## src/sv/usb_dfu_control_request_handler_assert.svh

```systemverilog
// Assertion helpers for the file that checks its own logic.
`ifndef USB_DFU_CONTROL_REQUEST_HANDLER_ASSERT_SVH
`define USB_DFU_CONTROL_REQUEST_HANDLER_ASSERT_SVH

// The consequent must hold in the same cycle as the condition.
`define USBDFU_ASSERT_SAME(lbl, clk, rst, cond, prop) \
   lbl: assert property (@(posedge clk) disable iff (rst) (cond) |-> (prop)) \
      else $error("usbdfu assertion failed");

// The consequent must hold in the cycle after the condition.
`define USBDFU_ASSERT_NEXT(lbl, clk, rst, cond, prop) \
   lbl: assert property (@(posedge clk) disable iff (rst) (cond) |=> (prop)) \
      else $error("usbdfu assertion failed");

`endif

```

## src/sv/usbdfu_pkg.sv

```systemverilog
package usbdfu_pkg;

   localparam int ADDR_W = 23;

   typedef enum logic [1:0] {
      OP_BUS_RESET = 2'd0,
      OP_OUT_DONE  = 2'd1,
      OP_SETUP     = 2'd2
   } opcode_type;

   typedef enum logic [2:0] {
      ACT_NONE    = 3'd0,
      ACT_SEND    = 3'd1,
      ACT_ZLP     = 3'd2,
      ACT_STALL   = 3'd3,
      ACT_PROGRAM = 3'd4
   } action_type;

   typedef enum logic [2:0] {
      SRC_DEVICE_DESC = 3'd0,
      SRC_CONFIG_DESC = 3'd1,
      SRC_CONFIG_BYTE = 3'd2,
      SRC_ZERO_STATUS = 3'd3,
      SRC_DFU_STATUS  = 3'd4,
      SRC_DFU_STATE   = 3'd5
   } source_type;

   // Request type byte, full and with the direction bit removed.
   localparam logic [7:0] RT_STD_OUT_INTERFACE = 8'h01;
   localparam logic [6:0] RT_STD_DEVICE        = 7'h00;
   localparam logic [6:0] RT_STD_INTERFACE     = 7'h01;
   localparam logic [6:0] RT_CLASS_INTERFACE   = 7'h21;

   // Standard request codes.
   localparam logic [7:0] REQ_GET_STATUS        = 8'd0;
   localparam logic [7:0] REQ_CLEAR_FEATURE     = 8'd1;
   localparam logic [7:0] REQ_SET_FEATURE       = 8'd3;
   localparam logic [7:0] REQ_SET_ADDRESS       = 8'd5;
   localparam logic [7:0] REQ_GET_DESCRIPTOR    = 8'd6;
   localparam logic [7:0] REQ_GET_CONFIGURATION = 8'd8;
   localparam logic [7:0] REQ_SET_CONFIGURATION = 8'd9;

   // Firmware upgrade class request codes.
   localparam logic [7:0] CLS_DOWNLOAD   = 8'd1;
   localparam logic [7:0] CLS_GET_STATUS = 8'd3;
   localparam logic [7:0] CLS_GET_STATE  = 8'd5;

   localparam logic [7:0] DESC_DEVICE = 8'd1;
   localparam logic [7:0] DESC_CONFIG = 8'd2;

   localparam logic [7:0] DFU_STATE_IDLE   = 8'd2;
   localparam logic [7:0] DFU_STATE_DNLOAD = 8'd5;

   localparam logic [15:0] LEN_CONFIG_BYTE = 16'd1;
   localparam logic [15:0] LEN_ZERO_STATUS = 16'd2;
   localparam logic [15:0] LEN_DFU_STATUS  = 16'd6;
   localparam logic [15:0] LEN_DFU_STATE   = 16'd1;

   typedef struct packed {
      opcode_type  opcode;
      logic [7:0]  request_type;
      logic [7:0]  request_code;
      logic [15:0] request_value;
      logic [15:0] request_length;
   } item_type;

   typedef struct packed {
      logic [15:0]       configuration_value;
      logic              download_mode;
      logic [ADDR_W-1:0] pending_page_address;
      logic [6:0]        device_address;
      logic              device_address_enable;
   } state_type;

   typedef struct packed {
      action_type        action;
      source_type        data_source;
      logic [15:0]       send_length;
      logic [ADDR_W-1:0] page_address;
      logic              erase_row_first;
      logic [7:0]        current_configuration;
      logic [7:0]        upgrade_state;
      logic [6:0]        bus_address;
      logic              bus_address_enabled;
   } result_type;

   // Number of trailing zero bits of a positive constant.
   function automatic int trailing_zeros(input int value);
      int count;
      int rest;
      count = 0;
      rest  = value;
      while (rest > 0 && (rest % 2) == 0) begin
         rest  = rest / 2;
         count = count + 1;
      end
      return count;
   endfunction

   // Inverse of an odd constant modulo 2**bits, by Newton iteration.
   function automatic longint odd_inverse(input longint odd, input int bits);
      longint mask;
      longint inv;
      mask = (longint'(1) <<< bits) - 1;
      inv  = odd & mask;
      for (int i = 0; i < 5; i++) begin
         inv = (inv * (2 - ((odd * inv) & mask))) & mask;
      end
      return inv;
   endfunction

endpackage

```

## src/sv/usbdfu_if.sv

```systemverilog
interface usbdfu_req_if
   import usbdfu_pkg::*;
   ();
   logic        valid;
   logic        ready;
   logic [1:0]  opcode;
   logic [7:0]  request_type;
   logic [7:0]  request_code;
   logic [15:0] request_value;
   logic [15:0] request_length;

   modport source (output valid, opcode, request_type, request_code, request_value,
                   request_length, input ready);
   modport sink (input valid, opcode, request_type, request_code, request_value,
                 request_length, output ready);
endinterface

interface usbdfu_rsp_if
   import usbdfu_pkg::*;
   ();
   logic              valid;
   logic              ready;
   logic [2:0]        action;
   logic [2:0]        data_source;
   logic [15:0]       send_length;
   logic [ADDR_W-1:0] page_address;
   logic              erase_row_first;
   logic [7:0]        current_configuration;
   logic [7:0]        upgrade_state;
   logic [6:0]        bus_address;
   logic              bus_address_enabled;

   modport source (output valid, action, data_source, send_length, page_address,
                   erase_row_first, current_configuration, upgrade_state, bus_address,
                   bus_address_enabled, input ready);
   modport sink (input valid, action, data_source, send_length, page_address,
                 erase_row_first, current_configuration, upgrade_state, bus_address,
                 bus_address_enabled, output ready);
endinterface

```

## src/sv/usbdfu_decoder.sv

```systemverilog
module usbdfu_decoder
   import usbdfu_pkg::*;
#(
   parameter int PAGE_BYTES = 64,
   parameter int ROW_BYTES  = 256,
   parameter int APP_BASE   = 1024
) (
   input  item_type   item,
   input  state_type  cur,
   output state_type  nxt,
   output result_type res
);

   // Divisibility by the row size: the low power-of-two bits must be zero and
   // the rest, times the inverse of the odd factor, must not exceed the limit.
   localparam int     ROW_SHIFT = trailing_zeros(ROW_BYTES);
   localparam int     ROW_ODD   = ROW_BYTES >> ROW_SHIFT;
   localparam int     MW        = ADDR_W - ROW_SHIFT;
   localparam longint ROW_INV   = odd_inverse(longint'(ROW_ODD), MW);
   localparam longint ROW_LIMIT = ((longint'(1) <<< MW) - 1) / ROW_ODD;
   localparam logic [ADDR_W-1:0] LOW_MASK = ADDR_W'((longint'(1) <<< ROW_SHIFT) - 1);

   logic [ADDR_W-1:0] download_address;
   logic [MW-1:0]     row_quot;
   logic [MW-1:0]     row_prod;
   logic              row_start;
   logic [6:0]        type_bits;

   assign download_address = ADDR_W'(32'(APP_BASE) + {16'd0, item.request_value} *
                                     32'(PAGE_BYTES));

   assign row_quot  = MW'(cur.pending_page_address >> ROW_SHIFT);
   assign row_prod  = MW'(row_quot * MW'(ROW_INV));
   assign row_start = ((cur.pending_page_address & LOW_MASK) == '0) &&
                      (row_prod <= MW'(ROW_LIMIT));

   assign type_bits = item.request_type[6:0];

   always_comb begin
      nxt                 = cur;
      res                 = '0;
      res.action          = ACT_NONE;
      res.data_source     = SRC_DEVICE_DESC;
      case (item.opcode)
         OP_BUS_RESET: begin
            nxt.device_address        = '0;
            nxt.device_address_enable = 1'b1;
         end
         OP_OUT_DONE: begin
            if (cur.pending_page_address != '0) begin
               res.action               = ACT_PROGRAM;
               res.page_address         = cur.pending_page_address;
               res.erase_row_first      = row_start;
               nxt.pending_page_address = '0;
            end
         end
         OP_SETUP: begin
            if (item.request_type == RT_STD_OUT_INTERFACE) begin
               res.action = ACT_ZLP;
            end else begin
               case (type_bits)
                  RT_STD_DEVICE, RT_STD_INTERFACE: begin
                     case (item.request_code)
                        REQ_GET_DESCRIPTOR: begin
                           if (item.request_value[15:8] == DESC_DEVICE) begin
                              res.action      = ACT_SEND;
                              res.data_source = SRC_DEVICE_DESC;
                              res.send_length = item.request_length;
                           end else if (item.request_value[15:8] == DESC_CONFIG) begin
                              res.action      = ACT_SEND;
                              res.data_source = SRC_CONFIG_DESC;
                              res.send_length = item.request_length;
                           end else begin
                              res.action = ACT_STALL;
                           end
                        end
                        REQ_GET_CONFIGURATION: begin
                           res.action      = ACT_SEND;
                           res.data_source = SRC_CONFIG_BYTE;
                           res.send_length = LEN_CONFIG_BYTE;
                        end
                        REQ_GET_STATUS: begin
                           res.action      = ACT_SEND;
                           res.data_source = SRC_ZERO_STATUS;
                           res.send_length = LEN_ZERO_STATUS;
                        end
                        REQ_CLEAR_FEATURE, REQ_SET_FEATURE: begin
                           res.action = ACT_STALL;
                        end
                        REQ_SET_ADDRESS: begin
                           res.action                = ACT_ZLP;
                           nxt.device_address        = item.request_value[6:0];
                           nxt.device_address_enable = 1'b1;
                        end
                        REQ_SET_CONFIGURATION: begin
                           res.action              = ACT_ZLP;
                           nxt.configuration_value = item.request_value;
                        end
                        default: begin
                        end
                     endcase
                  end
                  RT_CLASS_INTERFACE: begin
                     if (item.request_code == CLS_GET_STATUS) begin
                        res.action      = ACT_SEND;
                        res.data_source = SRC_DFU_STATUS;
                        res.send_length = LEN_DFU_STATUS;
                     end else if (item.request_code == CLS_GET_STATE) begin
                        res.action      = ACT_SEND;
                        res.data_source = SRC_DFU_STATE;
                        res.send_length = LEN_DFU_STATE;
                     end else begin
                        if (item.request_code == CLS_DOWNLOAD) begin
                           nxt.download_mode = 1'b0;
                           if (item.request_length != '0) begin
                              nxt.download_mode        = 1'b1;
                              nxt.pending_page_address = download_address;
                           end
                        end
                        // While a page waits, the status stage rides on the program.
                        if (nxt.pending_page_address == '0) begin
                           res.action = ACT_ZLP;
                        end
                     end
                  end
                  default: begin
                  end
               endcase
            end
         end
         default: begin
         end
      endcase

      res.current_configuration = nxt.configuration_value[7:0];
      res.upgrade_state         = nxt.download_mode ? DFU_STATE_DNLOAD : DFU_STATE_IDLE;
      res.bus_address           = nxt.device_address;
      res.bus_address_enabled   = nxt.device_address_enable;
   end

endmodule

```

## src/sv/usb_dfu_control_request_handler.sv

```systemverilog
// Channel   Dir  Handshake     Contents
// req_bus   in   valid/ready   event: opcode, request type, code, value, length
// rsp_bus   out  valid/ready   action, data source, length, page, status fields
//
// Every event yields exactly one response transaction; it passes from the input register
// through the combinational decoder into the response register. One event is taken per
// cycle while the response side is ready. Reset is synchronous and active high; it
// clears the stored device state and both valid flags. A stalled response holds the
// pipeline: the input register keeps its event, and a new request is taken only when
// that register is empty or moves on in the same cycle.
module usb_dfu_control_request_handler
   import usbdfu_pkg::*;
#(
   parameter int PAGE_BYTES = 64,
   parameter int ROW_BYTES  = 256,
   parameter int APP_BASE   = 1024
) (
   input logic         clock,
   input logic         reset,
   usbdfu_req_if.sink   req_bus,
   usbdfu_rsp_if.source rsp_bus
);

`include "usb_dfu_control_request_handler_assert.svh"

   // Input register: one event waiting for decode.
   logic       in_valid_ff;
   logic       in_valid_in;
   item_type   in_ff;

   // Device state kept between events.
   state_type  state_ff;
   state_type  state_in;

   // Response register.
   logic       out_valid_ff;
   logic       out_valid_in;
   result_type out_ff;
   result_type result;

   logic       req_accept;
   logic       advance;

   // The decoded event moves into the response register when that register
   // is empty or is being emptied in this cycle.
   assign advance     = in_valid_ff && (!out_valid_ff || rsp_bus.ready);
   assign req_bus.ready = !in_valid_ff || advance;
   assign req_accept  = req_bus.valid && req_bus.ready;

   assign in_valid_in  = req_accept || (in_valid_ff && !advance);
   assign out_valid_in = advance || (out_valid_ff && !rsp_bus.ready);

   usbdfu_decoder #(
      .PAGE_BYTES (PAGE_BYTES),
      .ROW_BYTES  (ROW_BYTES),
      .APP_BASE   (APP_BASE)
   ) u_decoder (
      .item (in_ff),
      .cur  (state_ff),
      .nxt  (state_in),
      .res  (result)
   );

   always_ff @(posedge clock) begin
      if (reset) begin
         in_valid_ff  <= 1'b0;
         out_valid_ff <= 1'b0;
         state_ff     <= '0;
      end else begin
         in_valid_ff  <= in_valid_in;
         out_valid_ff <= out_valid_in;
         // State changes only when the event is committed to the response.
         if (advance) begin
            state_ff <= state_in;
         end
      end
   end

   // Payload registers carry no reset.
   always_ff @(posedge clock) begin
      if (req_accept) begin
         in_ff.opcode         <= opcode_type'(req_bus.opcode);
         in_ff.request_type   <= req_bus.request_type;
         in_ff.request_code   <= req_bus.request_code;
         in_ff.request_value  <= req_bus.request_value;
         in_ff.request_length <= req_bus.request_length;
      end
      if (advance) begin
         out_ff <= result;
      end
   end

   assign rsp_bus.valid                 = out_valid_ff;
   assign rsp_bus.action                = out_ff.action;
   assign rsp_bus.data_source           = out_ff.data_source;
   assign rsp_bus.send_length           = out_ff.send_length;
   assign rsp_bus.page_address          = out_ff.page_address;
   assign rsp_bus.erase_row_first       = out_ff.erase_row_first;
   assign rsp_bus.current_configuration = out_ff.current_configuration;
   assign rsp_bus.upgrade_state         = out_ff.upgrade_state;
   assign rsp_bus.bus_address           = out_ff.bus_address;
   assign rsp_bus.bus_address_enabled   = out_ff.bus_address_enabled;

   // A program order always names a real page.
   `USBDFU_ASSERT_SAME(a_program_has_page, clock, reset,
      out_valid_ff && out_ff.action == ACT_PROGRAM, out_ff.page_address != '0)
   // Only send actions carry a source and a length.
   `USBDFU_ASSERT_SAME(a_send_fields_clear, clock, reset,
      out_valid_ff && out_ff.action != ACT_SEND,
      out_ff.data_source == SRC_DEVICE_DESC && out_ff.send_length == '0)
   // The reported state follows the stored download mode, since the response
   // and the device state are loaded at the same edge.
   `USBDFU_ASSERT_SAME(a_state_matches_mode, clock, reset,
      out_valid_ff, out_ff.upgrade_state == (state_ff.download_mode ? DFU_STATE_DNLOAD :
                                             DFU_STATE_IDLE))
   // An event in the input register with an empty response side always moves on.
   `USBDFU_ASSERT_NEXT(a_event_moves_on, clock, reset,
      in_valid_ff && !out_valid_ff, out_valid_ff)
   // Download mode on means the response reports the download state.
   `USBDFU_ASSERT_SAME(a_mode_reported, clock, reset,
      advance, result.upgrade_state == (state_in.download_mode ? DFU_STATE_DNLOAD :
                                        DFU_STATE_IDLE))

endmodule
```

## src/flat_wrapper.sv

```systemverilog
// flat-port wrapper written by rule: the top's interface ports become plain ports
module usb_dfu_control_request_handler_flat import usbdfu_pkg::*;
#(
   parameter int PAGE_BYTES = 64,
   parameter int ROW_BYTES  = 256,
   parameter int APP_BASE   = 1024
)
  (clock, reset, req_bus_valid, req_bus_opcode, req_bus_request_type, req_bus_request_code, req_bus_request_value, req_bus_request_length, req_bus_ready, rsp_bus_valid, rsp_bus_action, rsp_bus_data_source, rsp_bus_send_length, rsp_bus_page_address, rsp_bus_erase_row_first, rsp_bus_current_configuration, rsp_bus_upgrade_state, rsp_bus_bus_address, rsp_bus_bus_address_enabled, rsp_bus_ready);
  usbdfu_req_if req_bus_i ();
  usbdfu_rsp_if rsp_bus_i ();
  input logic clock;
  input logic reset;
  input wire logic [$bits(req_bus_i.valid)-1:0] req_bus_valid;
  input wire logic [$bits(req_bus_i.opcode)-1:0] req_bus_opcode;
  input wire logic [$bits(req_bus_i.request_type)-1:0] req_bus_request_type;
  input wire logic [$bits(req_bus_i.request_code)-1:0] req_bus_request_code;
  input wire logic [$bits(req_bus_i.request_value)-1:0] req_bus_request_value;
  input wire logic [$bits(req_bus_i.request_length)-1:0] req_bus_request_length;
  output wire logic [$bits(req_bus_i.ready)-1:0] req_bus_ready;
  output wire logic [$bits(rsp_bus_i.valid)-1:0] rsp_bus_valid;
  output wire logic [$bits(rsp_bus_i.action)-1:0] rsp_bus_action;
  output wire logic [$bits(rsp_bus_i.data_source)-1:0] rsp_bus_data_source;
  output wire logic [$bits(rsp_bus_i.send_length)-1:0] rsp_bus_send_length;
  output wire logic [$bits(rsp_bus_i.page_address)-1:0] rsp_bus_page_address;
  output wire logic [$bits(rsp_bus_i.erase_row_first)-1:0] rsp_bus_erase_row_first;
  output wire logic [$bits(rsp_bus_i.current_configuration)-1:0] rsp_bus_current_configuration;
  output wire logic [$bits(rsp_bus_i.upgrade_state)-1:0] rsp_bus_upgrade_state;
  output wire logic [$bits(rsp_bus_i.bus_address)-1:0] rsp_bus_bus_address;
  output wire logic [$bits(rsp_bus_i.bus_address_enabled)-1:0] rsp_bus_bus_address_enabled;
  input wire logic [$bits(rsp_bus_i.ready)-1:0] rsp_bus_ready;
  assign req_bus_i.valid = req_bus_valid;
  assign req_bus_i.opcode = req_bus_opcode;
  assign req_bus_i.request_type = req_bus_request_type;
  assign req_bus_i.request_code = req_bus_request_code;
  assign req_bus_i.request_value = req_bus_request_value;
  assign req_bus_i.request_length = req_bus_request_length;
  assign req_bus_ready = req_bus_i.ready;
  assign rsp_bus_valid = rsp_bus_i.valid;
  assign rsp_bus_action = rsp_bus_i.action;
  assign rsp_bus_data_source = rsp_bus_i.data_source;
  assign rsp_bus_send_length = rsp_bus_i.send_length;
  assign rsp_bus_page_address = rsp_bus_i.page_address;
  assign rsp_bus_erase_row_first = rsp_bus_i.erase_row_first;
  assign rsp_bus_current_configuration = rsp_bus_i.current_configuration;
  assign rsp_bus_upgrade_state = rsp_bus_i.upgrade_state;
  assign rsp_bus_bus_address = rsp_bus_i.bus_address;
  assign rsp_bus_bus_address_enabled = rsp_bus_i.bus_address_enabled;
  assign rsp_bus_i.ready = rsp_bus_ready;
  usb_dfu_control_request_handler #(.PAGE_BYTES(PAGE_BYTES), .ROW_BYTES(ROW_BYTES), .APP_BASE(APP_BASE)) u_core (.clock(clock), .reset(reset), .req_bus(req_bus_i), .rsp_bus(rsp_bus_i));
endmodule
```

## config.mk

```make
export PLATFORM = sky130hd
export DESIGN_NAME = usb_dfu_control_request_handler_flat
export DESIGN_NICKNAME = d
export VERILOG_FILES = /design/src/sv/usbdfu_pkg.sv /design/src/sv/usbdfu_if.sv /design/src/sv/usbdfu_decoder.sv /design/src/sv/usb_dfu_control_request_handler.sv /design/src/flat_wrapper.sv
export VERILOG_INCLUDE_DIRS = /design/src /design/src/sv
export SDC_FILE = /design/constraint.sdc
export NUM_CORES = 1
export LEC_CHECK = 0
export BUFFER_PORTS_ARGS = -buffer_cell sky130_fd_sc_hd__buf_2
export CAP_MARGIN = 5
export CORE_MARGIN = 10
export CORE_UTILIZATION = 55
export CTS_CLUSTER_DIAMETER = 60
export DETAILED_ROUTE_END_ITERATION = 8
export GPL_TIMING_DRIVEN = 0
export PLACE_DENSITY_LB_ADDON = 0.08
export RECOVER_POWER = 100
export SKIP_CTS_REPAIR_TIMING = 1
export SYNTH_ARGS = -nofsm -noshare
export SYNTH_HDL_FRONTEND = slang
export SYNTH_SLANG_ARGS = --single-unit
```

## constraint.sdc

```tcl
create_clock -name clock -period 11.1 [get_ports clock]
set_input_delay 2.22 -clock clock [delete_from_list [all_inputs] [get_ports clock]]
set_output_delay 2.22 -clock clock [all_outputs]
set_load 0.005 [all_outputs]
```

==> results of run 1 <==
-- state kept, by name, summed over array words and instances (netlist names) --
name / cells
u_core.rsp_bus.bus_address: 7
u_core.in_valid_ff: 1
u_core.rsp_bus.current_configuration: 8
u_core.rsp_bus.valid: 1
u_core.rsp_bus.action: 3
u_core.rsp_bus.upgrade_state: 2
u_core.rsp_bus.bus_address_enabled: 1
u_core.rsp_bus.send_length: 16
u_core.rsp_bus.page_address: 23
u_core.rsp_bus.data_source: 3
u_core.state_ff: 40
u_core.in_ff: 50
u_core.rsp_bus.erase_row_first: 1
-- worst max-delay path by stage --
stage                        from                          endpoint  cells past startpoint
CTS                 rsp_bus_ready                     req_bus_ready                      4
finish              rsp_bus_ready  u_core.state_ff[21]$_SDFFE_PP0P_                      8
global placement    rsp_bus_ready  u_core.state_ff[15]$_SDFFE_PP0P_                      7
detailed placement  rsp_bus_ready                     req_bus_ready                      4
floorplan           rsp_bus_ready  u_core.state_ff[15]$_SDFFE_PP0P_                      6
global route        rsp_bus_ready  u_core.state_ff[21]$_SDFFE_PP0P_                      8
-- layer usage --
metal  share of wire  vias up
met2            0.49      139
met5               0        -
met4           0.014        0
li1                -     2130
met1            0.44     2114
met3           0.060       15
-- critical path, delay by kind of cell --
kind | cells | cell delay [ns]
AO/OA/AOI/OAI | 2 | 0.81
AND/OR/NAND/NOR | 3 | 1.60
buffers and inverters | 3 | 2.64
-- metrics by stage --
| step | power (W) | std cells | hold WS, ns | worst slack [ns] | util |
|---|---|---|---|---|---|
| 3_5_place_dp | 0.000737 | 761 | 0.446 | 6.14 | 0.635 |
| 5_1_grt | 0.00133 | 792 | 0.468 | 3.82 | 0.671 |
| 3_3_place_gp | 0.000733 | 759 | 0.431 | 5.00 | 0.631 |
| 4_1_cts | 0.00130 | 792 | 0.456 | 6.14 | 0.685 |
| 2_1_floorplan | 0.000702 | 496 | 0.421 | 6.10 | - |
| 6_report | 0.00128 | 792 | 0.459 | 4.17 | 0.671 |
-- cell families after synthesis --
kind of cell,count (synthesis),synth area share
AO/OA/AOI/OAI,69,0.0835
multiplexers,19,0.0311
flip-flops,156,0.662
AND/OR/NAND/NOR,183,0.165
buffers and inverters,48,0.0340
adder cells (fa/ha/maj),4,0.00777
other,1,0.000582
XOR/XNOR,12,0.0163
-- placed cells by master (no fill, tap or decap), drive strengths merged, types with 2 or more instances in the layout --
master,count
a211o,2
a211oi,2
a21oi,7
a22o,10
a311oi,2
a31oi,3
and2,42
buf,70
bufinv,2
clkbuf,103
clkinv,4
conb,5
dfxtp,42
edfxtp,114
ha,4
inv,22
mux2,8
mux2i,11
nand2,29
nand2b,12
nand3,14
nand4,7
nor2,25
nor2b,2
nor3,11
nor4,16
nor4b,3
o21ai,11
o22ai,3
o2bb2ai,6
o31ai,4
o32ai,7
or3,5
or4,10
or4b,3
xnor2,9
xor2,3
-- power breakdown --
part,switching (W),internal (W)
clock,0.000212,0.000352
combinational,0.0000400,0.0000219
sequential,0.0000101,0.000648
total,0.000262,0.00102
-- final cells by class --
cell class                      count  area share
Clock buffer                       24      0.0639
Multi-Input combinational cell    292       0.251
Sequential cell                   156       0.554
Inverter                           21      0.0102
Buffer                             27      0.0161
Clock inverter                      7      0.0114
Timing Repair Buffer              122      0.0698
Tap cell                          143      0.0233
==> results_dict.tcl, run 1 <==
set metrics [dict create \
    root_buffer "clkbuf_16" \
    r2r_end "u_core.state_ff[21]$_SDFFE_PP0P_" \
    gr-max-usage-layer "met2" \
    maxSlewViolCount 99 \
    grt_pass1_wl_um 22800 \
    num-fill-cells 905 \
    antenna_found_initial 0 \
    core_um2 11500 \
    holdPathEnd "u_core.state_ff[0]$_SDFFE_PP0P_" \
    multi_input_area_um2 1930 \
    setup_viol 0 \
    hold_path_class "reg2reg" \
    end_kind "flop" \
    vdd_drop_max_v 0.000104 \
    grt_start_max_net_pins 46 \
    r2r_cells 7 \
    p_leak_nw 2.76 \
    rsz0062_at_grt "no" \
    worstHoldStart "u_core.state_ff[0]$_SDFFE_PP0P_" \
    status "finished with violations" \
    synth_area_um2 6440 \
    start_util 0.562 \
    cp_cell_sequence "buf_2 > nor2b_1 > nand2b_1 > inv_1 > clkbuf_1 > o41ai_1 > nor4_1 > a22o_2" \
    finClkSkew_ns 0.0103 \
    critPathRequiredTime_ns 11.46 \
    maxCapViolCount 3 \
    synth-edff-count 114 \
    r2r_slack_ns 5.64 \
    grt_use_met2 0.282 \
    worstReg2RegStart "u_core.rsp_bus.valid$_SDFF_PP0_" \
    cts_made_buffers 17 \
    hpwl_um 10300 \
    drt_pre_antenna_iters 5 \
    grt_use_total 0.177 \
    tns_ns 0 \
    worstMarginPinSlew_ns 2.42 \
    clk_pin_slew_ns 0.06 \
    gp_congestion 0.873 \
    drt_iter0_markers 435 \
    critical-path-max-stage-delay_ns 1.79 \
    fmax_ghz 0.144 \
    syn_inst 492 \
    antenna_cells 0 \
    yosys.area.top_type "edfxtp_1" \
    dieArea_um2 16400 \
    cts_buffer_depth 2 \
    hold_viol_final 0 \
    synth-seq-cells 156 \
    ys_seq_area_frac 0.662 \
    pin_count 126 \
    start_kind "input pin" \
    dpl_cell_area_um2 7280 \
    ant_nets 0 \
    final_area_um2 7690 \
    drc 0 \
    violations "max-capacitance violations, max-slew violations" \
    layout-area-overhead-vs-synth_pct 19.4 \
    yosysMostFrequentCell "edfxtp_1" \
    relSlewSlack -0.612 \
    use_met1 0.215 \
    grt-ovfl-total 0 \
    routed_wl_um 14400 \
    tritoncts "built" \
    rows 39 \
    ctsHtreeMaxLevel 4 \
    die_height_um 128 \
    via_per_inst 5.55 \
    die_w_um 128 \
    p_per_area_nw_per_um2 167 \
    cp_max_fo 45 \
    critPathKind "in2reg" \
    seqCellArea_um2 4260 \
    synth_top_cells_by_area "edfxtp_1 (53%), dfxtp_1 (13%), and2_1 (4.1%)" \
    clock-sinks 156 \
    grt_pass1_vias 4490 \
    finalNetCount 695 \
    synth_common_cells "edfxtp_1 (114), and2_1 (42), dfxtp_1 (42), nand2_1 (29), nor2_1 (25)" \
    synth_top_area_share 0.531 \
    synthArstFlopShare 0 \
    drive_gt1_frac 0.179 \
    clock_latency_ns 0.42 \
    cp.arrival_ns 7.29 \
    wl_per_cell_um 18.2 \
    fin_crit_sh 0.624 \
    min_period_ns 6.93 \
    postSynthAreaPerCell_um2 13.1 \
    cpMaxStageDelayCell "clkbuf_1" \
    yosys_warnings 0 \
    met3_usage 0.0562 \
    io_buffers 120 \
    vias 4398 \
    yosysUniqueCellTypes 61 \
    hold_depth 2 \
    synth_top_flop_cell "edfxtp_1" \
]
No activity file was read; power rests on OpenSTA's default activity.
==> run 2: changes to the inputs <==
Settings changed: CORE_UTILIZATION 55 to 50.
Clock period 11.1 ns to 5.6 ns, I/O delays scaled along.
==> results_dict.tcl, run 2 (synthesis gave the netlist of run 1 again) <==
set metrics [dict create \
    gp_congestion 0.924 \
    pre_cts_ws_ns 1.99 \
    drive_gt1_frac 0.182 \
    grt_start_max_net_pins 45 \
    status "finished with violations" \
    largest_reg_flops 50 \
    vdd_drop_max_v 0.000183 \
    finalNetCount 695 \
    pin_count 126 \
    mostFrequentLayoutCells "edfxtp_1 (114), clkbuf_1 (79), buf_2 (63)" \
    fmax_ghz 0.248 \
    fin_ws_ns 1.57 \
    die_w_um 134 \
    end_kind "flop" \
    layout-area-overhead-vs-synth_pct 20.7 \
    hold_path_class "reg2reg" \
    min_period_ns 4.03 \
    critPathRequiredTime_ns 5.96 \
    tns_ns 0 \
    ctsHtreeMaxLevel 4 \
    vias 4390 \
    drc 0 \
    regMostFlops "u_core.in_ff" \
    dieArea_um2 17800 \
    violations "max-capacitance violations, max-slew violations" \
    antenna_found_initial 0 \
    p_leak_nw 2.78 \
    via_per_inst 5.34 \
    clock_latency_ns 0.43 \
    relSlewSlack -0.368 \
    grt-ovfl-total 0 \
    cts_made_buffers 17 \
    maxSlewViolCount 51 \
    cts_buffer_depth 2 \
    antenna_cells 0 \
    clk_pin_slew_ns 0.06 \
    start_util 0.511 \
    io_buffers 120 \
    cp_max_fo 44 \
    critPathKind "in2reg" \
    hpwl_um 10300 \
    core_um2 12600 \
    grt_use_total 0.162 \
    maxCapViolCount 2 \
    ant_nets 0 \
    rsz0062_at_grt "no" \
    clock-sinks 156 \
    p_per_area_nw_per_um2 338 \
    finClkSkew_ns 0.00734 \
    tritoncts "built" \
    grt_pass1_vias 4480 \
    start_kind "input pin" \
    grt_pass1_wl_um 22900 \
    fin_crit_sh 0.720 \
    root_buffer "clkbuf_16" \
    worstMarginPinSlew_ns 2.05 \
    final_area_um2 7780 \
    setup_viol 0 \
    dpl_cell_area_um2 7320 \
    drt_iter0_markers 326 \
    cp.arrival_ns 4.39 \
    hold_viol_final 0 \
    mostFrequentLayoutCell "edfxtp_1" \
    rows 41 \
    routed_wl_um 14400 \
    die_height_um 134 \
    wl_per_cell_um 17.5 \
    drt_pre_antenna_iters 4 \
]
[run 2: cell type report]
type / instances / area [um2]
clock buffers: 20 / 457
repair buffers: 122 / 553
clock inverters: 12 / 169
inverters: 21 / 78.8
fillers: 1071 / 4840
well taps: 172 / 215
flip-flops and latches: 156 / 4260
plain buffers: 27 / 124
multi-input cells: 292 / 1920
[run 2: worst paths after layout]
check                                        from                                to  slack, ns  cells after the start
hold / removal    u_core.state_ff[0]$_SDFFE_PP0P_   u_core.state_ff[0]$_SDFFE_PP0P_       0.45                      2
setup reg to reg       u_core.in_ff[37]$_DFFE_PP_  u_core.state_ff[15]$_SDFFE_PP0P_       1.76                      5
hold reg to reg   u_core.state_ff[0]$_SDFFE_PP0P_   u_core.state_ff[0]$_SDFFE_PP0P_       0.45                      2
setup / recovery                    rsp_bus_ready  u_core.state_ff[15]$_SDFFE_PP0P_       1.57                      8
[run 2: worst max-delay path: stages]
cell      delay, ns
buf_2          0.08
nor2b_1        0.06
nand2b_1       0.20
inv_1          0.84
buf_12         0.32
o41ai_1        0.20
nor4_1         1.25
a22o_2         0.30
[run 2: per-layer routing]
layer,vias to the layer above,part of all wire,track usage
met1,2081,0.42,0.189
met2,155,0.48,0.261
met4,0,0.019,0.0738
met5,-,0,0
met3,22,0.079,0.0594
li1,2132,-,-
[run 2: per-stage QoR]
step                      power (W)  hold slack, ns  utilization  std cells
after floorplan             0.00139           0.421            -        496
after global placement      0.00145           0.429        0.576        788
after detailed placement    0.00146           0.438        0.580        790
after CTS                   0.00266           0.448        0.629        822
after global routing        0.00272           0.492        0.616        822
final                       0.00263           0.447        0.616        822
[run 2: power by group]
group	internal [W]	leakage (nW)	switching [W]
registers	0.00128	1.42	0.0000201
clock network	0.000766	0.308	0.000439
logic	0.0000446	1.06	0.0000782
